### config.mk
export PLATFORM = sky130hd
export DESIGN_NAME = pure_pursuit_steering_top_flat
export DESIGN_NICKNAME = d
export VERILOG_FILES = /design/src/rtl/ppsteer_pkg.sv /design/src/rtl/ppsteer_if.sv /design/src/rtl/ppsteer_mul.sv /design/src/rtl/ppsteer_div.sv /design/src/rtl/ppsteer_seq.sv /design/src/rtl/pure_pursuit_steering_top.sv /design/src/flat_wrapper.sv
export VERILOG_INCLUDE_DIRS = /design/src /design/src/rtl
export SDC_FILE = /design/constraint.sdc
export NUM_CORES = 2
export LEC_CHECK = 0
export BUFFER_PORTS_ARGS = -buffer_cell sky130_fd_sc_hd__buf_4
export CAP_MARGIN = 20
export CORE_MARGIN = 2
export CORE_UTILIZATION = 55
export CTS_CLUSTER_DIAMETER = 200
export DETAILED_ROUTE_END_ITERATION = 7
export GPL_ROUTABILITY_DRIVEN = 0
export GPL_TIMING_DRIVEN = 0
export HOLD_SLACK_MARGIN = 0.02
export PLACE_DENSITY = 0.75
export SLEW_MARGIN = 20
export SYNTH_ARGS = -nofsm -noshare
export SYNTH_HDL_FRONTEND = slang
export SYNTH_SLANG_ARGS = --single-unit
### constraint.sdc
create_clock -name clk_i -period 10.69 [get_ports clk_i]
set_input_delay 2.138 -clock clk_i [delete_from_list [all_inputs] [get_ports clk_i]]
set_output_delay 2.138 -clock clk_i [all_outputs]
set_load 0.02 [all_outputs]
### src/rtl/pure_pursuit_steering_top_defines.svh
// Assertion macros shared by the pure pursuit steering RTL.
`ifndef PURE_PURSUIT_STEERING_TOP_DEFINES_SVH
`define PURE_PURSUIT_STEERING_TOP_DEFINES_SVH

`ifndef SYNTHESIS
// Check that a property holds at every clock edge out of reset.
`define PPS_ASSERT(name, clk, rst_n, prop) \
  name: assert property (@(posedge clk) disable iff (!rst_n) (prop)) \
    else $error("pure pursuit steering check failed");
// Check that a condition never holds out of reset.
`define PPS_ASSERT_NEVER(name, clk, rst_n, cond) \
  name: assert property (@(posedge clk) disable iff (!rst_n) !(cond)) \
    else $error("pure pursuit steering forbidden condition seen");
`else
`define PPS_ASSERT(name, clk, rst_n, prop)
`define PPS_ASSERT_NEVER(name, clk, rst_n, cond)
`endif

`endif

### src/rtl/ppsteer_pkg.sv
// Types, constants and helpers shared by the pure pursuit steering block.
package ppsteer_pkg;

  localparam int unsigned DATA_W    = 32;
  localparam int unsigned D2_W      = 64;
  localparam int unsigned CFG_W     = 31;
  localparam int unsigned TIME_W    = 16;
  localparam int unsigned TIME_FRAC = 8;
  localparam int unsigned CFG_IDX_W = 2;
  localparam int unsigned LA_PROD_W = DATA_W + TIME_W;
  localparam int unsigned LA_T_W    = LA_PROD_W - TIME_FRAC;

  localparam logic [CFG_W-1:0]  MIN_LA_RST  = 31'd19661;
  localparam logic [CFG_W-1:0]  MAX_LA_RST  = 31'd65536;
  localparam logic [TIME_W-1:0] LA_TIME_RST = 16'd256;

  localparam logic [DATA_W-1:0] RATE_MAX = 32'h7FFF_FFFF;
  localparam logic [DATA_W-1:0] RATE_MIN = 32'h8000_0000;

  typedef enum logic [CFG_IDX_W-1:0] {
    CFG_MIN_LA  = 2'd0,
    CFG_MAX_LA  = 2'd1,
    CFG_LA_TIME = 2'd2
  } cfg_idx_e;

  typedef enum logic [3:0] {
    ST_IDLE,
    ST_LA_MUL,
    ST_LA_CLAMP,
    ST_LA_SQ,
    ST_LA_SET,
    ST_SQX,
    ST_SQY,
    ST_CMP,
    ST_RATE_MUL,
    ST_RATE_LOAD,
    ST_DIV,
    ST_FINISH
  } state_e;

  typedef enum logic [2:0] {
    MUL_LA,
    MUL_DSQ,
    MUL_X,
    MUL_Y,
    MUL_RATE
  } mul_sel_e;

  typedef struct packed {
    logic     idle;
    mul_sel_e mul_sel;
    logic     la_clamp;
    logic     la_set;
    logic     acc_load;
    logic     cmp;
    logic     rate_chk;
    logic     div_start;
    logic     finish;
  } ctrl_t;

  typedef struct packed {
    logic in_fire;
    logic in_last;
    logic in_run;
    logic found;
    logic last;
    logic zero;
    logic div_busy;
    logic out_free;
  } seq_stat_t;

  typedef struct packed {
    logic busy;
    logic sat;
  } div_stat_t;

  function automatic logic [DATA_W-1:0] abs32(input logic [DATA_W-1:0] v);
    abs32 = v[DATA_W-1] ? (~v + 1'b1) : v;
  endfunction

endpackage

### src/rtl/ppsteer_if.sv
// Valid/ready channel interfaces for path points and steering results.
interface ppsteer_in_if;
  logic        valid;
  logic        ready;
  logic [31:0] point_x;
  logic [31:0] point_y;
  logic [31:0] current_speed;
  logic [31:0] target_speed;
  logic        last_point;

  modport source (output valid, point_x, point_y, current_speed, target_speed,
                  last_point, input ready);
  modport sink (input valid, point_x, point_y, current_speed, target_speed,
                last_point, output ready);
endinterface

interface ppsteer_out_if;
  logic        valid;
  logic        ready;
  logic [31:0] angular_rate;
  logic [31:0] goal_x;
  logic [31:0] goal_y;
  logic        reached_lookahead;

  modport source (output valid, angular_rate, goal_x, goal_y, reached_lookahead,
                  input ready);
  modport sink (input valid, angular_rate, goal_x, goal_y, reached_lookahead,
                output ready);
endinterface

### src/rtl/ppsteer_mul.sv
// Shared 32x32 unsigned multiplier with a registered product.
module ppsteer_mul (
  input  logic        clk_i,
  input  logic [31:0] a_i,
  input  logic [31:0] b_i,
  output logic [63:0] p_o
);
  import ppsteer_pkg::*;

  logic [D2_W-1:0] p_q;

  always_ff @(posedge clk_i) begin
    p_q <= D2_W'(a_i) * D2_W'(b_i);
  end

  assign p_o = p_q;

endmodule

### src/rtl/ppsteer_div.sv
// Restoring divider, one quotient bit per cycle, with saturation detect.
`include "pure_pursuit_steering_top_defines.svh"

module ppsteer_div #(
  parameter int unsigned DIVIDEND_W = 80
) (
  input  logic                  clk_i,
  input  logic                  rst_ni,
  input  logic                  start_i,
  input  logic [DIVIDEND_W-1:0] dividend_i,
  input  logic [63:0]           divisor_i,
  output logic [31:0]           quot_o,
  output ppsteer_pkg::div_stat_t stat_o
);
  import ppsteer_pkg::*;

  localparam int unsigned CNT_W = $clog2(DIVIDEND_W + 1);

  logic [CNT_W-1:0]      cnt_q, cnt_d;
  logic [D2_W-1:0]       rem_q, divisor_q, rem_nx;
  logic [DIVIDEND_W-1:0] num_q;
  logic [DATA_W-1:0]     quot_q;
  logic                  ovf_q;
  logic                  busy;
  logic [D2_W:0]         rem_sh;
  logic [D2_W+1:0]       diff;
  logic                  ge;

  assign busy   = (cnt_q != '0);
  assign rem_sh = {rem_q, num_q[DIVIDEND_W-1]};
  assign diff   = {1'b0, rem_sh} - {2'b00, divisor_q};
  assign ge     = ~diff[D2_W+1];
  assign rem_nx = ge ? diff[D2_W-1:0] : rem_sh[D2_W-1:0];

  always_comb begin
    cnt_d = cnt_q;
    if (start_i) begin
      cnt_d = CNT_W'(DIVIDEND_W);
    end else if (busy) begin
      cnt_d = cnt_q - 1'b1;
    end
  end

  always_ff @(posedge clk_i or negedge rst_ni) begin
    if (!rst_ni) begin
      cnt_q <= '0;
    end else begin
      cnt_q <= cnt_d;
    end
  end

  always_ff @(posedge clk_i) begin
    if (start_i) begin
      rem_q     <= '0;
      num_q     <= dividend_i;
      divisor_q <= divisor_i;
      quot_q    <= '0;
      ovf_q     <= 1'b0;
    end else if (busy) begin
      rem_q  <= rem_nx;
      num_q  <= {num_q[DIVIDEND_W-2:0], 1'b0};
      quot_q <= {quot_q[DATA_W-2:0], ge};
      ovf_q  <= ovf_q | quot_q[DATA_W-1];
    end
  end

  assign quot_o      = quot_q;
  assign stat_o.busy = busy;
  assign stat_o.sat  = ovf_q | quot_q[DATA_W-1];

  `PPS_ASSERT(a_start_busy, clk_i, rst_ni, start_i |=> busy)
  `PPS_ASSERT_NEVER(a_start_while_busy, clk_i, rst_ni, start_i && busy)
  `PPS_ASSERT(a_rem_below_divisor, clk_i, rst_ni, busy |-> (rem_q < divisor_q))

endmodule

### src/rtl/ppsteer_seq.sv
// Sequencer that steps the shared multiplier and divider through each point.
module ppsteer_seq (
  input  logic                   clk_i,
  input  logic                   rst_ni,
  input  ppsteer_pkg::seq_stat_t stat_i,
  output ppsteer_pkg::ctrl_t     ctrl_o
);
  import ppsteer_pkg::*;

  state_e state_q, state_d;

  always_ff @(posedge clk_i or negedge rst_ni) begin
    if (!rst_ni) begin
      state_q <= ST_IDLE;
    end else begin
      state_q <= state_d;
    end
  end

  always_comb begin
    state_d = state_q;
    case (state_q)
      ST_IDLE: begin
        if (stat_i.in_fire) begin
          if (!stat_i.in_run) begin
            state_d = ST_LA_MUL;
          end else if (!stat_i.found) begin
            state_d = ST_SQX;
          end else if (stat_i.in_last) begin
            state_d = ST_RATE_MUL;
          end
        end
      end
      ST_LA_MUL:    state_d = ST_LA_CLAMP;
      ST_LA_CLAMP:  state_d = ST_LA_SQ;
      ST_LA_SQ:     state_d = ST_LA_SET;
      ST_LA_SET:    state_d = ST_SQY;
      ST_SQX:       state_d = ST_SQY;
      ST_SQY:       state_d = ST_CMP;
      ST_CMP:       state_d = stat_i.last ? ST_RATE_MUL : ST_IDLE;
      ST_RATE_MUL:  state_d = ST_RATE_LOAD;
      ST_RATE_LOAD: state_d = stat_i.zero ? ST_FINISH : ST_DIV;
      ST_DIV: begin
        if (!stat_i.div_busy) begin
          state_d = ST_FINISH;
        end
      end
      ST_FINISH: begin
        if (stat_i.out_free) begin
          state_d = ST_IDLE;
        end
      end
      default:      state_d = ST_IDLE;
    endcase
  end

  always_comb begin
    ctrl_o         = '0;
    ctrl_o.mul_sel = MUL_X;
    case (state_q)
      ST_IDLE:      ctrl_o.idle = 1'b1;
      ST_LA_MUL:    ctrl_o.mul_sel = MUL_LA;
      ST_LA_CLAMP:  ctrl_o.la_clamp = 1'b1;
      ST_LA_SQ:     ctrl_o.mul_sel = MUL_DSQ;
      ST_LA_SET:    ctrl_o.la_set = 1'b1;
      ST_SQX:       ctrl_o.mul_sel = MUL_X;
      ST_SQY: begin
        ctrl_o.mul_sel  = MUL_Y;
        ctrl_o.acc_load = 1'b1;
      end
      ST_CMP:       ctrl_o.cmp = 1'b1;
      ST_RATE_MUL: begin
        ctrl_o.mul_sel  = MUL_RATE;
        ctrl_o.rate_chk = 1'b1;
      end
      ST_RATE_LOAD: ctrl_o.div_start = !stat_i.zero;
      ST_DIV:       ctrl_o.idle = 1'b0;
      ST_FINISH:    ctrl_o.finish = stat_i.out_free;
      default:      ctrl_o.idle = 1'b0;
    endcase
  end

endmodule

### src/rtl/pure_pursuit_steering_top.sv
// Pure pursuit steering: lookahead point selection and angular rate command.
//
// Path points arrive on in_i, already in the robot frame, one point per
// transaction; last_point marks the end of a run. The first point of a run
// latches current and target speed and forms the clamped lookahead distance.
// Each point is compared against it until one reaches it; that point, or the
// last one, is kept. The run's final point yields one transaction on out_o.
// All arithmetic goes through one registered 32x32 multiplier and one
// restoring divider under a small sequencer, so in_i.ready is low while a
// point is in work. The first point of a run passes the lookahead states
// (multiply, clamp, square, set) and its compare; each later point is
// squared and compared until the lookahead is reached, then only taken.
// The last point adds the rate product and the one-bit-per-cycle division
// (skipped within 1 mm). The result sits in an output register: the next run
// is taken while it waits; only that run's finish stalls on a full register.
// Reset is asynchronous and active low; it restores the register defaults
// and leaves the block outside any run with no result pending.
`include "pure_pursuit_steering_top_defines.svh"

module pure_pursuit_steering_top #(
  parameter int unsigned FRAC_BITS = 16
) (
  input  logic                                 clk_i,
  input  logic                                 rst_ni,
  input  logic                                 cfg_we_i,
  input  logic [ppsteer_pkg::CFG_IDX_W-1:0]    cfg_idx_i,
  input  logic [ppsteer_pkg::CFG_W-1:0]        cfg_data_i,
  ppsteer_in_if.sink                           in_i,
  ppsteer_out_if.source                        out_o
);
  import ppsteer_pkg::*;

  localparam int unsigned DIV_W = D2_W + FRAC_BITS;
  localparam logic [D2_W-1:0] NEAR_LIMIT =
    D2_W'((128'd1 << (2 * FRAC_BITS)) / 128'd1000000);

  ctrl_t     ctrl;
  seq_stat_t seq_stat;
  div_stat_t div_stat;

  logic [CFG_W-1:0]  min_la_q, max_la_q;
  logic [TIME_W-1:0] la_time_q;

  logic              in_run_q, found_q, out_valid_q;
  logic [DATA_W-1:0] px_q, py_q, cur_q, held_speed_q, held_x_q, held_y_q;
  logic              last_q, zero_q;
  logic [CFG_W-1:0]  d_q, d_n;
  logic [D2_W-1:0]   lsq_q, acc_q, held_d2_q, sum;
  logic [LA_T_W-1:0] la_t;
  logic [DATA_W-1:0] mul_a, mul_b, quot, rate;
  logic [D2_W-1:0]   mul_p;
  logic [DIV_W-1:0]  dividend;
  logic              rate_neg, in_fire, out_free;
  logic [DATA_W-1:0] out_rate_q, out_x_q, out_y_q;
  logic              out_found_q;

  assign in_fire  = in_i.valid && in_i.ready;
  assign out_free = !out_valid_q || out_o.ready;

  assign seq_stat.in_fire  = in_fire;
  assign seq_stat.in_last  = in_i.last_point;
  assign seq_stat.in_run   = in_run_q;
  assign seq_stat.found    = found_q;
  assign seq_stat.last     = last_q;
  assign seq_stat.zero     = zero_q;
  assign seq_stat.div_busy = div_stat.busy;
  assign seq_stat.out_free = out_free;

  ppsteer_seq u_seq (
    .clk_i  (clk_i),
    .rst_ni (rst_ni),
    .stat_i (seq_stat),
    .ctrl_o (ctrl)
  );

  assign in_i.ready = ctrl.idle;

  always_ff @(posedge clk_i or negedge rst_ni) begin
    if (!rst_ni) begin
      min_la_q  <= MIN_LA_RST;
      max_la_q  <= MAX_LA_RST;
      la_time_q <= LA_TIME_RST;
    end else if (cfg_we_i) begin
      case (cfg_idx_i)
        CFG_MIN_LA:  min_la_q  <= cfg_data_i;
        CFG_MAX_LA:  max_la_q  <= cfg_data_i;
        CFG_LA_TIME: la_time_q <= cfg_data_i[TIME_W-1:0];
        default:     la_time_q <= la_time_q;
      endcase
    end
  end

  always_comb begin
    case (ctrl.mul_sel)
      MUL_LA: begin
        mul_a = abs32(cur_q);
        mul_b = DATA_W'(la_time_q);
      end
      MUL_DSQ: begin
        mul_a = DATA_W'(d_q);
        mul_b = DATA_W'(d_q);
      end
      MUL_X: begin
        mul_a = abs32(px_q);
        mul_b = abs32(px_q);
      end
      MUL_Y: begin
        mul_a = abs32(py_q);
        mul_b = abs32(py_q);
      end
      MUL_RATE: begin
        mul_a = abs32(held_speed_q);
        mul_b = abs32(held_y_q);
      end
      default: begin
        mul_a = '0;
        mul_b = '0;
      end
    endcase
  end

  ppsteer_mul u_mul (
    .clk_i (clk_i),
    .a_i   (mul_a),
    .b_i   (mul_b),
    .p_o   (mul_p)
  );

  assign la_t = mul_p[LA_PROD_W-1:TIME_FRAC];

  always_comb begin
    if (cur_q[DATA_W-1]) begin
      d_n = (min_la_q > max_la_q) ? max_la_q : min_la_q;
    end else if (la_t < LA_T_W'(min_la_q)) begin
      d_n = min_la_q;
    end else if (la_t > LA_T_W'(max_la_q)) begin
      d_n = max_la_q;
    end else begin
      d_n = la_t[CFG_W-1:0];
    end
  end

  assign sum      = acc_q + mul_p;
  assign dividend = {mul_p[D2_W-2:0], 1'b0, {FRAC_BITS{1'b0}}};

  ppsteer_div #(
    .DIVIDEND_W (DIV_W)
  ) u_div (
    .clk_i      (clk_i),
    .rst_ni     (rst_ni),
    .start_i    (ctrl.div_start),
    .dividend_i (dividend),
    .divisor_i  (held_d2_q),
    .quot_o     (quot),
    .stat_o     (div_stat)
  );

  assign rate_neg = held_speed_q[DATA_W-1] ^ held_y_q[DATA_W-1];

  always_comb begin
    if (zero_q) begin
      rate = '0;
    end else if (div_stat.sat) begin
      rate = rate_neg ? RATE_MIN : RATE_MAX;
    end else begin
      rate = rate_neg ? (~quot + 1'b1) : quot;
    end
  end

  always_ff @(posedge clk_i or negedge rst_ni) begin
    if (!rst_ni) begin
      in_run_q    <= 1'b0;
      found_q     <= 1'b0;
      out_valid_q <= 1'b0;
    end else begin
      if (ctrl.la_set) begin
        in_run_q <= 1'b1;
        found_q  <= 1'b0;
      end else if (ctrl.cmp && (sum >= lsq_q)) begin
        found_q <= 1'b1;
      end else if (ctrl.finish) begin
        in_run_q <= 1'b0;
        found_q  <= 1'b0;
      end
      if (ctrl.finish) begin
        out_valid_q <= 1'b1;
      end else if (out_o.ready) begin
        out_valid_q <= 1'b0;
      end
    end
  end

  always_ff @(posedge clk_i) begin
    if (in_fire) begin
      px_q   <= in_i.point_x;
      py_q   <= in_i.point_y;
      last_q <= in_i.last_point;
      if (!in_run_q) begin
        cur_q        <= in_i.current_speed;
        held_speed_q <= in_i.target_speed;
      end
    end
    if (ctrl.la_clamp) begin
      d_q <= d_n;
    end
    if (ctrl.la_set) begin
      lsq_q <= mul_p;
    end
    if (ctrl.acc_load) begin
      acc_q <= mul_p;
    end
    if (ctrl.cmp) begin
      held_x_q  <= px_q;
      held_y_q  <= py_q;
      held_d2_q <= sum;
    end
    if (ctrl.rate_chk) begin
      zero_q <= (held_d2_q <= NEAR_LIMIT);
    end
    if (ctrl.finish) begin
      out_rate_q  <= rate;
      out_x_q     <= held_x_q;
      out_y_q     <= held_y_q;
      out_found_q <= found_q;
    end
  end

  assign out_o.valid             = out_valid_q;
  assign out_o.angular_rate      = out_rate_q;
  assign out_o.goal_x            = out_x_q;
  assign out_o.goal_y            = out_y_q;
  assign out_o.reached_lookahead = out_found_q;

  `PPS_ASSERT(a_found_in_run, clk_i, rst_ni, found_q |-> in_run_q)
  `PPS_ASSERT(a_found_reaches, clk_i, rst_ni, found_q |-> (held_d2_q >= lsq_q))
  `PPS_ASSERT_NEVER(a_ready_while_div, clk_i, rst_ni, div_stat.busy && in_i.ready)

endmodule

### src/flat_wrapper.sv
// flat-port wrapper written by rule: the top's interface ports become plain ports
module pure_pursuit_steering_top_flat import ppsteer_pkg::*;
#(
  parameter int unsigned FRAC_BITS = 16
)
  (clk_i, rst_ni, cfg_we_i, cfg_idx_i, cfg_data_i, in_i_valid, in_i_point_x, in_i_point_y, in_i_current_speed, in_i_target_speed, in_i_last_point, in_i_ready, out_o_valid, out_o_angular_rate, out_o_goal_x, out_o_goal_y, out_o_reached_lookahead, out_o_ready);
  ppsteer_in_if in_i_i ();
  ppsteer_out_if out_o_i ();
  input  logic clk_i;
  input  logic rst_ni;
  input  logic cfg_we_i;
  input  logic [ppsteer_pkg::CFG_IDX_W-1:0] cfg_idx_i;
  input  logic [ppsteer_pkg::CFG_W-1:0] cfg_data_i;
  input wire logic [$bits(in_i_i.valid)-1:0] in_i_valid;
  input wire logic [$bits(in_i_i.point_x)-1:0] in_i_point_x;
  input wire logic [$bits(in_i_i.point_y)-1:0] in_i_point_y;
  input wire logic [$bits(in_i_i.current_speed)-1:0] in_i_current_speed;
  input wire logic [$bits(in_i_i.target_speed)-1:0] in_i_target_speed;
  input wire logic [$bits(in_i_i.last_point)-1:0] in_i_last_point;
  output wire logic [$bits(in_i_i.ready)-1:0] in_i_ready;
  output wire logic [$bits(out_o_i.valid)-1:0] out_o_valid;
  output wire logic [$bits(out_o_i.angular_rate)-1:0] out_o_angular_rate;
  output wire logic [$bits(out_o_i.goal_x)-1:0] out_o_goal_x;
  output wire logic [$bits(out_o_i.goal_y)-1:0] out_o_goal_y;
  output wire logic [$bits(out_o_i.reached_lookahead)-1:0] out_o_reached_lookahead;
  input wire logic [$bits(out_o_i.ready)-1:0] out_o_ready;
  assign in_i_i.valid = in_i_valid;
  assign in_i_i.point_x = in_i_point_x;
  assign in_i_i.point_y = in_i_point_y;
  assign in_i_i.current_speed = in_i_current_speed;
  assign in_i_i.target_speed = in_i_target_speed;
  assign in_i_i.last_point = in_i_last_point;
  assign in_i_ready = in_i_i.ready;
  assign out_o_valid = out_o_i.valid;
  assign out_o_angular_rate = out_o_i.angular_rate;
  assign out_o_goal_x = out_o_i.goal_x;
  assign out_o_goal_y = out_o_i.goal_y;
  assign out_o_reached_lookahead = out_o_i.reached_lookahead;
  assign out_o_i.ready = out_o_ready;
  pure_pursuit_steering_top #(.FRAC_BITS(FRAC_BITS)) u_core (.clk_i(clk_i), .rst_ni(rst_ni), .cfg_we_i(cfg_we_i), .cfg_idx_i(cfg_idx_i), .cfg_data_i(cfg_data_i), .in_i(in_i_i), .out_o(out_o_i));
endmodule
---- Word-level counts from Yosys, hierarchy flattened ----
Cells that the tools add are included.
W data, S select, Z words.
word-level totals
  bits in registers ....................... 894
  output and inout bits ................... 99
cells by class
  order comparisons ....................... 5
  reductions and logical operators ........ 20
  add/subtract/negate cells ............... 9
  muxes and demuxes ....................... 44
  $mul .................................... 1
  eq/ne operators ......................... 22
  bitwise gates (word level) .............. 10
operators with widths
  kind                     number
  $pmux W32 S5             2
  $mux W32                 8
  $add A32 B1 Y32 const B  6
  $not A32 Y32             6
  $mux W80                 2
  $mux W31                 4
  $sub A65 B64 Y66         1
  $add A64 B64 Y64         1
  $ge A64 B64 Y1           1
  $le A64 B13 Y1 const B   1
  $mul A32 B32 Y64         1
  $mux W64                 1
  $pmux W4 S11             1
  $gt A40 B31 Y1           1
  $lt A40 B31 Y1           1
  $gt A31 B31 Y1           1
  $mux W4                  7
  $eq A4 B3 Y1 const B     4
  $eq A4 B4 Y1 const B     4
  $mux W1                  16
  $mux W7                  2
  $pmux W3 S4              1
  $reduce_and A2 Y1        5
  $eq A4 B2 Y1 const B     2
  24 further kinds         32

---- Logic depth before layout (Yosys ltp) ----
  depth after elaboration ................. 6
  depth in mapped cells ................... 39
  depth with buffers taken out ............ 37

---- Hierarchy ----
A second synthesis with hierarchy kept.
unflattened totals
  cells, all modules ...................... 8046
  area, all modules ....................... 80881.3 µm²
modules (own cells, without submodules)
  module                     instances  cells each  area each (µm²)
  ppsteer_mul                1          3855        34976.0
  pure_pursuit_steering_top  1          2720        31729.2
  ppsteer_div                1          1419        13751.9
  ppsteer_seq                1          52          424.2

---- Worst setup path after synthesis ----
Ideal clock, no wire load.
  path type ............................... reg2reg
  start ................................... register u_core.held_speed_q[0]
  end ..................................... register u_core.u_mul.p_q[61], in the netlist u_core.u_mul.p_o[61]
  clock period less this slack ............ 10.128 ns
  path buffers ............................ 2
  setup slack ............................. 0.562 ns
  cell stages (with the launch flop) ...... 37
  setup time .............................. 0.127 ns
  arrival time ............................ 10.001 ns
  required time ........................... 10.563 ns
  path through ............................ edfxtp_1 -> or3_4 -> or4_4 -> or3_4 -> or4_1 -> or3_4 -> nand2_1 -> xor2_1 -> o22ai_1 -> or2_0 -> clkbuf_1 -> nand2_1 -> fa_1 -> inv_1 -> fa_1 -> inv_1 -> fa_1 -> fa_1 -> inv_1 -> fa_1 -> fa_1 -> fa_1 -> inv_1 -> fa_1 -> inv_1 -> ha_1 -> clkbuf_1 -> a21o_1 -> a31oi_1 -> o221ai_1 -> a21oi_1 -> nor2_1 -> nor4_1 -> o21bai_1 -> a221oi_1 -> o21ai_0 -> xor2_1
on the way
  cells in the longest elaborated chain, start to end .. 5
RTL lines
  element                   line                              text
  start: declaration        pure_pursuit_steering_top.sv:45   logic [DATA_W-1:0] px_q, py_q, cur_q, held_speed_q, held_x_q, held_y_q;
  start signal: assignment  pure_pursuit_steering_top.sv:200  held_speed_q <= in_i.target_speed;
  $not A32 Y32              ppsteer_pkg.sv:78                 abs32 = v[DATA_W-1] ? (~v + 1'b1) : v;
  $add A32 B1 Y32           ppsteer_pkg.sv:78
  $mux W32 (*)              ppsteer_pkg.sv:78
  $pmux W32 S5 (*)          pure_pursuit_steering_top.sv:94   case (ctrl.mul_sel)
  $mul A32 B32 Y64 (*)      ppsteer_mul.sv:13                 p_q <= D2_W'(a_i) * D2_W'(b_i);
  end signal: assignment    ppsteer_mul.sv:13
  end: declaration          ppsteer_mul.sv:10                 logic [D2_W-1:0] p_q;
Mark *: on every way between the ends. The rest lies on a longest branch, timed or not.
A chain may end at the register's enable or synchronous reset.

---- Worst setup path in the final report ----
  start ................................... register u_core.px_q[4]
  end ..................................... register u_core.u_mul.p_q[62], in the netlist u_core.u_mul.p_o[62]
on the way
  cells in the longest elaborated chain, start to end .. 5
RTL lines
  element                   line                              text
  start: declaration        pure_pursuit_steering_top.sv:45
  start signal: assignment  pure_pursuit_steering_top.sv:195  px_q <= in_i.point_x;
  $not A32 Y32              ppsteer_pkg.sv:78
  $add A32 B1 Y32           ppsteer_pkg.sv:78
  $mux W32 (*)              ppsteer_pkg.sv:78
  $pmux W32 S5              pure_pursuit_steering_top.sv:94
  $mul A32 B32 Y64 (*)      ppsteer_mul.sv:13
Marked as above.

==> summary.md <==
| Metric | Value |
|---|---|
| Status | finished, violations left |
| Failing checks | design-rule violations, negative setup slack |
| Worst-Margin Slew | around 1.3 ns |
| Critical path fanouts, max | 10 |
| Die area | 0.148 sq mm |
| Hold violation total from the final report | 0 |
| Starting Density | 55.4% |
| # port buffers | roughly 270 |
| Clock Sink Count | around 890 |
| Syn Nets | 9865 |
| Slowest CP cell | fa_1 |
| Clock Latency Late Sink | ~0.75 ns |
| Critical Path Sink Type | flip-flop |
| IO Count | roughly 270 |
| FP Rows | ~140 |
| Fraction of layout instances using a drive strength above 1 | 12.0% |
| Post-DP HPWL | ~210 mm |
| DRT Pass-1 Iters | 8 |
| Clk root buf | clkbuf_16 |
| Area share of the largest cell type after synthesis | ~24% |
| Ys flop type | edfxtp_1 |
| Vias | approximately 66k |
| Final setup fails | 1 |
| Most used cell, CP | fa_1 |
| Syn Inst Count | roughly 8k |
| Drc violations | 74 |
| H-Tree Depth | 3 |
| Initial antenna violation count | 12 |
| Wirelength, routed | between 200 and 300 mm |
| Core Footprint | 0.144 sq mm |
| First-pass GRT wire length | slightly below 400 mm |
| Register area share after synthesis | ~31% |
| CP Class | reg -> reg |
| Crit start category | flip-flop |
| Clk pin slew, worst setup/hold paths | about 0.060 ns |
| Area delta synth->final | 13.4% |
| Synth warnings | 0 |
| Placed instance area | about 0.085 sq mm |
| CTS tree | built |
| Slew Limit Headroom | 13.5% |
| Fillers | between 10k and 15k |
| Storage element area | between 0.02 and 0.025 sq mm |
| Clock skew | just under 0.05 ns |
| Detail Route Antenna Nets | 0 |
| Cell area after synthesis | 0.0797 sq mm |
| Dominant cells by area after synthesis | edfxtp_1, fa_1, ha_1 |
| Syn avg cell area | 9.67 sq um |
| Nets | just over 10k |
| Hold Path Class | reg -> reg |
| Final instance area | roughly 0.090 sq mm |
| Max-slew violation count | 0 |
| Post-synth cell types | just over 80 |
| Seq cells post-synth | about 890 |
| Worst setup margin | -0.00606 ns |
| Leading area contributor after synthesis | edfxtp_1 |
| Crit path largest cell delay | roughly 0.60 ns |
| Vias per cell | approximately 6.2 |
| Vias in the first global route | between 60k and 70k |
| DR iter-0 viols | around 8.1k |
| Maxcap violations | 0 |
| Die height | ~380 um |
| Fin crit share | 100% |
| Count leader, synth | inv_1 |
| Final min period | approximately 11 ns |
| Worst Path Arrival | ~11 ns |
| CP required | about 11 ns |
| Post-synth top cells | inv_1, nand2_1, fa_1 |
| Largest net degree at the start of global routing | 93 |
| Number of synthesized flops with an enable pin | approximately 640 |
| Fmax | a little over 0.09 GHz |
| Total CTS buffers | 91 |
| Per-cell routed wire length | 25.2 um |
| Area of the multi-input gates | 0.0503 sq mm |
| Total GRT Usage | between 30% and 40% |
| Post-synthesis async set-or-reset flop share | between 10 and 15% |
| Global route overflow | 0 |
| Clock buffer depth | 3 |
| Die Wd | 385 um |
-- registers in the layout, indices dropped and copies added, names as in the netlist, 63 cells and up --
signal                  flops
u_core.lsq_q               64
u_core.u_div.num_q         63
u_core.u_div.divisor_q     64
u_core.held_d2_q           64
u_core.acc_q               64
u_core.u_mul.p_o           64
u_core.u_div.rem_q         64
-- repair_timing --
| item | CTS | global route |
|---|---|---|
| pin swaps | 16 | 55 |
| buffers inserted | 33 | 65 |
| gates resized for setup | 318 | 269 |
| endpoints found under the setup margin | 44 | 29 |
| hold endpoints to repair | 0 | 0 |
| hold buffers | 0 | 0 |
| gates cloned | 0 | 0 |
-- worst max-delay path: cells and delay by family, from the launching register on --
kind / cells / cell delay, ns
buffers and inverters: 6 / 0.72
adders and majority gates: 9 / 4.54
AOI/OAI and AO/OA: 12 / 2.68
DFF: 1 / 0.50
xor gates and xnor gates: 1 / 0.18
and+or+nand+nor: 7 / 1.91
-- cells by family (layout without fill, tap and decap cells) --
family	count (synthesis)	count (layout)	synth area share (%)
buffers and inverters	1665	2183	7.86
AOI/OAI and AO/OA	1341	1341	10.6
adders and majority gates	1451	1451	31.2
other	0	15	0
DFF	894	894	31.1
and+or+nand+nor	2353	2353	12.8
xor gates and xnor gates	335	335	3.68
muxes	208	208	2.74
-- placed cells by master, fill, tap and decap left out, types with 169 or more instances in the layout --
cell type	Yosys	final
a21oi_1	413	388
ha_1	553	539
xor2_1	180	176
fa_1	898	895
clkbuf_1	359	198
buf_4	0	370
a21o_1	174	169
edfxtp_1	641	641
o21ai_0	321	310
nor2_1	757	735
inv_1	1260	1256
nand2_1	1031	1025
-- per-stage QoR --
| stage | setup WS, ns | instances | hold WS (ns) | TNS, ns | utilization, % |
|---|---|---|---|---|---|
| 2_1_floorplan | 0.562 | 8247 | 0.400 | 0 | - |
| 3_3_place_gp | -2.28 | 10415 | 0.403 | -60.01 | 58.5 |
| 3_5_place_dp | -2.58 | 10449 | 0.405 | -67.11 | 58.9 |
| 4_1_cts | -0.0178 | 10617 | 0.398 | -0.0178 | 61.9 |
| 5_1_grt | -0.193 | 10671 | 0.401 | -1.27 | 62.9 |
| 6_report | -0.00606 | 10683 | 0.389 | -0.00606 | 62.9 |
-- metal layers --
metal / part of all wire, % / track usage [%]
met3: 15 / 15.7
met1: 35 / 42.8
met2: 42 / 53.5
met5: 0.078 / 0.162
met4: 8.7 / 23.1
-- layout make-up --
cell class,count,share of cell area (%)
diodes,15,0.0415
plain buffers,353,1.94
clock buffers,113,2.65
clock inverters,57,0.794
inverters,1263,5.25
multi-input cells,5688,55.6
flip-flops and latches,894,27.4
well taps,1903,2.63
repair buffers,397,3.73
-- path summary, 6_finish.rpt --
check	from	endpoint	slack [ns]	cells after the start
max in group asynchronous	rst_ni	u_core.u_seq.state_q[3]$_DFFE_PN0P_	8.51	1
worst min-delay path	u_core.held_x_q[28]$_DFFE_PN_	u_core.out_o.goal_x[28]$_DFFE_PP_	0.39	0
worst min register to register	u_core.held_x_q[28]$_DFFE_PN_	u_core.out_o.goal_x[28]$_DFFE_PP_	0.39	0
worst max register to register	u_core.px_q[4]$_DFFE_PP_	u_core.u_mul.p_o[62]$_DFF_P_	-0.006	35
min in group asynchronous	rst_ni	u_core.max_la_q[23]$_DFFE_PN0P_	1.52	1
worst max-delay path	u_core.px_q[4]$_DFFE_PP_	u_core.u_mul.p_o[62]$_DFF_P_	-0.006	35
Power is left out: the tool's default activity adds up to more than one toggle a clock period on the data nets, which glitch-free logic cannot reach.
